### config.mk
export PLATFORM = sky130hd
export DESIGN_NAME = sqvs_queue
export DESIGN_NICKNAME = d
export VERILOG_FILES = /design/src/sqvs_pkg.sv /design/src/sqvs_queue.sv
export SDC_FILE = /design/constraint.sdc
export NUM_CORES = 1
export LEC_CHECK = 0
export BUFFER_PORTS_ARGS = -buffer_cell sky130_fd_sc_hd__buf_2
export CAP_MARGIN = 20
export CORE_AREA = 8 8 290 292
export DETAILED_ROUTE_END_ITERATION = 10
export DIE_AREA = 0 0 298 300
export MAX_ROUTING_LAYER = met4
export SETUP_SLACK_MARGIN = 0.3
export SYNTH_ARGS = -nofsm -noshare
export SYNTH_HDL_FRONTEND = slang
export SYNTH_SLANG_ARGS = --single-unit
export TNS_END_PERCENT = 50
### constraint.sdc
create_clock -name clk -period 19.7 [get_ports clk]
set_input_delay 1.97 -clock clk [delete_from_list [all_inputs] [get_ports clk]]
set_output_delay 1.97 -clock clk [all_outputs]
set_load 0.02 [all_outputs]
### src/sqvs_pkg.sv
`timescale 1ns / 1ps
package sqvs_pkg;

  localparam int ANGLE_BITS = 16;
  localparam int X0_W       = 44;

  localparam logic [2:0] REG_SCALE    = 3'd0;
  localparam logic [2:0] REG_CAMERA_X = 3'd1;
  localparam logic [2:0] REG_CAMERA_Y = 3'd2;
  localparam logic [2:0] REG_FOLLOW_X = 3'd3;
  localparam logic [2:0] REG_FOLLOW_Y = 3'd4;

  localparam logic [14:0] QUARTER_ONE = 15'd16384;
  localparam logic [12:0] SIN_C = 13'd4640;
  localparam logic [15:0] SIN_B = 16'd42047;
  localparam logic [16:0] SIN_A = 17'd102944;

  typedef struct packed {
    logic signed [23:0] rect_x;
    logic signed [23:0] rect_y;
    logic [22:0]        rect_w;
    logic [22:0]        rect_h;
    logic signed [15:0] anchor_x;
    logic signed [15:0] anchor_y;
    logic [ANGLE_BITS-1:0] angle;
    logic [15:0]        uv_offset_u;
    logic [15:0]        uv_offset_v;
    logic [15:0]        uv_size_u;
    logic [15:0]        uv_size_v;
    logic [31:0]        color;
  } in_item_t;

  typedef struct packed {
    logic signed [31:0] vertex_x;
    logic signed [31:0] vertex_y;
    logic [16:0]        tex_u;
    logic [16:0]        tex_v;
    logic [31:0]        vertex_color;
    logic [1:0]         corner;
    logic               last_corner;
  } out_item_t;

  typedef struct packed {
    logic [15:0]        scale;
    logic signed [23:0] camera_x;
    logic signed [23:0] camera_y;
    logic               follow_x;
    logic               follow_y;
  } cfg_t;

  typedef struct packed {
    logic signed [32:0]     sx;
    logic signed [32:0]     sy;
    logic [30:0]            sw;
    logic [30:0]            sh;
    logic signed [15:0]     ax;
    logic signed [15:0]     ay;
    logic signed [X0_W-1:0] x0;
    logic signed [X0_W-1:0] y0;
    logic                   rot;
    logic signed [15:0]     sin_v;
    logic signed [15:0]     cos_v;
    logic [15:0]            uo;
    logic [15:0]            vo;
    logic [15:0]            us;
    logic [15:0]            vs;
    logic [31:0]            color;
  } qent_t;

  function automatic logic [15:0] angle_phase(input logic [ANGLE_BITS-1:0] ang);
    logic [ANGLE_BITS+15:0] wide;
    wide = {ang, 16'd0};
    return wide[ANGLE_BITS+15 -: 16];
  endfunction

endpackage

### src/sqvs_queue.sv
`timescale 1ns / 1ps
module sqvs_queue (
  input  logic            clk,
  input  logic            rst,
  input  logic            push,
  input  sqvs_pkg::qent_t push_data,
  output logic            full,
  input  logic            pop,
  output logic            not_empty,
  output sqvs_pkg::qent_t head
);
  import sqvs_pkg::*;

  qent_t mem [2];
  logic wp, rp;
  logic [1:0] cnt;

  assign full = cnt == 2'd2;
  assign not_empty = cnt != 2'd0;
  assign head = mem[rp];

  always_ff @(posedge clk) begin
    if (push) begin
      mem[wp] <= push_data;
    end
  end

  always_ff @(posedge clk) begin
    if (rst) begin
      wp <= 1'b0;
      rp <= 1'b0;
      cnt <= 2'd0;
    end else begin
      if (push) wp <= ~wp;
      if (pop) rp <= ~rp;
      cnt <= cnt + 2'(push) - 2'(pop);
    end
  end

endmodule

Word level (Yosys, flattened, before mapping)
Memories as Yosys holds them, arrays and structs flattened. A register that Yosys moved wholly into a read port is not among the register bits.
Index checks and enable logic that the tools add are counted.
{"block": "totals", "memories": 1, "inputBits": 381, "register_bits": 4, "mem_bits_rw": 754, "wordCells": 14, "output_inout_bits": 379}
{"block": "op_classes", "eq_ne": 1, "bitwise_logic": 2, "mux": 4, "n_reduce_logical": 1, "n_addsub": 2}
{"name": "mem", "depth": 2, "word_bits": 377, "read_ports": 1, "rd_clocked_by_memory_dff": 1, "write_ports": 1, "line": "sqvs_queue.sv:14", "source": "qent_t mem [2];"}
{"op": "2-to-1 mux 1 bit", "n": 4}
{"op": "adder 2 x 1 -> 2 bit", "n": 1}
{"op": "equality test 2 bit, second input constant", "n": 1}
{"op": "inverter 1 bit", "n": 2}
{"op": "nonzero test 2 bit", "n": 1}
{"op": "subtractor 2 x 1 -> 2 bit", "n": 1}

Longest topological paths before layout
{"block": "logic_depth", "ltp_word": 3, "ltp_mapped": 6}

Worst setup path before layout
OpenSTA, ideal clock, no wires.
{"block": "synth_path", "path_kind": "input -> register", "from": "input push", "to": "memory mem[0][0] in the netlist's numbering (enable)", "t_required_ps": 18531, "t_arrival_ps": 18154, "setup_time_ps": 1169, "n_path_buf": 0, "stages": 1, "path_slack_ps": 377, "path_cell_list": "nor2b_1"}
{"block": "synth_via", "elab_chain_len": 2}
{"element": "start, declared", "line": "sqvs_queue.sv:5", "source": "input logic push,"}
{"element": "2-to-1 mux 1 bit", "line": "sqvs_queue.sv:23", "source": "if (push) begin"}
{"element": "2-to-1 mux 1 bit (implied by the code)", "line": "sqvs_queue.sv:24", "source": "mem[wp] <= push_data;"}
{"element": "end, declared", "line": "sqvs_queue.sv:14"}
Every way passes these cells.

==> metrics.csv <==
metric,value,unit
Clock Path Buffers,3,
core area,79600,um2
P_int,2910,uW
Syn Inst Count,1194,
Pwr Total,3840,uW
hold_ws,0.524,ns
Peak VDD IR,0.0843,mV
#FFs+latches synth,759,
Synth area leaders,"edfxtp_1 82%, mux2_2 15%, buf_6 1.6%, dfxtp_1 0.36%, ha_1 0.091%",
"Seq/Total Area, Yosys",82.5,%
Sw Pwr,928,uW
setup TNS,0,ns
fraction of layout cells with a size suffix above 1,61.3,%
all-layer global routing usage,14.6,%
crit path max fanout,75,
"CTS clk-pin slew, worst paths",0.05,ns
crit path DAT,4.06,ns
DR vias/cell,4.51,
DRT iter0 DRCs,750,
Crit. End Element,output pin,
count of different cell masters after synthesis,13,
"commonest non-fill, non-tap cell in the layout",buf_2,
worst path cell trace,"buf_4, buf_4, mux2_2, buf_2",
area fraction of the dominant cell type after synthesis,82.2,%
critical path startpoint category,flop,
chip width,298,um
die area,89400,um2
DRT antenna net count,0,
Crit Path Class,flop to output pin,
"Data required, critical path",17.73,ns
GRT Max-Usage Layer,met2,
Syn Std Cell Area,27600,um2
vias in the first global route,15400,
Slew Limit Fails,0,
Nets,2389,
PortBufs,759,
CP dominant cell by count,buf_4,
FP Rows,104,
DRC,0,
min Tclk post-route,6.03,ns
TritonCTS clock tree,yes,
post-CTS sizing,0,
met2 Use GR,24.9,%
Vias,14200,
CTS buffer count,81,
WP buf/inv,3,
status,finished clean,
cell taking the most area after synthesis,edfxtp_1,
clock share of power,38.2,%
hold_buf cts,0,
clock root buffer,clkbuf_16,
"Clk Latency, worst-skew pair",0.61,ns
total gr overflow,0,
max-cap violations,0,
I/O pin cnt,760,
postcts setup bufs,0,
starting density of the core,34.6,%
sw frac,24.2,%
P&R area growth vs syn,27.1,%
met3 usage,5.67,%
first-pass GRT wire length,96.6,mm
antenna violations before repair,21,
most frequent cells in the layout,"759 x buf_2, 754 x edfxtp_1, 377 x mux2_2",
clk sinks,759,
P_leak,0.0129,uW
hpwl dp,47.8,mm
setup violators final,0,
largest net degree at the start of global routing,165,
Syn Area/Cell,23.1,um2
"delay-heaviest family, CP",buffers and inverters,
HP Class,flop to flop,
met1 global-route usage,15.3,%
Slowest Stage Delay on Critical Path,0.95,ns
period utilization,30.6,%
Gate power share,12.0,%
H-tree levels,3,
Fin. Hold Viols,0,
Fmax,166,MHz
DRT Pass-1 Iters,5,
Yosys Warn Count,0,
final WL,66.9,mm
Avg WL per Cell,21.2,um
GP Congestion,0.868,
RSZ-0062 raised after global routing,no,
Sequential Power Share,49.9,%
worst-margin pin slew,1.15,ns
Crit-path slowest cell,dfxtp_4,
Post-Syn Nets,1577,
slew margin rel.,23.0,%
pwr dens,110,nW/um2
die height,300,um
skew final,0.0281,ns
final timing paths:
check	endpoint	cells past startpoint	slack, ns	from
worst min register to register	flop	2	0.52	rp
worst max register to register	mem[1][200]	3	16.47	wp
worst max-delay path	head[143]	4	13.67	flop
worst min-delay path	flop	2	0.52	rp
cell families (layout without fill, tap and decap cells):
kind of cell	Yosys count	after routing	share of synthesized area [%]
xor gates and xnor gates	3	3	0.145
DFF	759	759	82.5
and+or+nand+nor	9	9	0.168
other	0	22	0
muxes	377	377	15.4
adders and majority gates	2	2	0.0908
buffers and inverters	44	920	1.65
registers in the layout, summed over array words and instances (netlist names), named ones only:
register and cells:
cnt 2, mem 754, rp 1, wp 1
layout make-up:
| class | count | area, um2 |
|---|---|---|
| clock buffer | 91 | 2090 |
| clock inverter | 56 | 512 |
| inverter | 2 | 7.51 |
| antenna | 22 | 55.1 |
| timing repair buffer | 771 | 3930 |
| fill | 7012 | 44600 |
| sequential | 759 | 22700 |
| tap | 1060 | 1330 |
| multi-input combinational | 391 | 4370 |
per-layer routing:
metal	share of wire (%)	routed length, um	vias up
met5	0	0	-
met4	2.8	1880	0
met3	9.3	6220	114
met2	52	34500	574
met1	36	24300	7069
li1	-	-	6466
power by group through the flow:
stage	logic (uW)	clock network, uW	registers, uW
after CTS	469	1510	1920
after floorplan	295	0	1990
after global routing	490	1570	1920
final	460	1470	1910
after global placement	460	0	1950
after detailed placement	467	0	1950
synth_stat cells:
| cell | number |
|---|---|
| buf_6 | 38 |
| edfxtp_1 | 754 |
| nor2b_1 | 3 |
| or2_2 | 1 |
| inv_1 | 2 |
| xnor3_1 | 1 |
| xnor2_1 | 2 |
| and2_1 | 1 |
| buf_2 | 4 |
| ha_1 | 2 |
| mux2_2 | 377 |
| dfxtp_1 | 5 |
| nor2_1 | 4 |
metrics by stage:
stage	utilization, %	cells	area [um2]	setup slack [ns]
after global routing	44.0	3150	35000	13.41
after floorplan	-	1194	27600	0.377
after CTS	43.9	3130	35000	13.61
final	44.0	3152	35000	13.67
after global placement	40.7	2983	32400	14.39
after detailed placement	40.7	2983	32400	14.30
worst min-delay path: cells and delay by family (launching register included):
family	cells	cell delay, ns
AND/OR/NAND/NOR	1	0.08
flip-flops	1	0.32
XOR/XNOR	1	0.08
(Power assumes the default switching activity.)
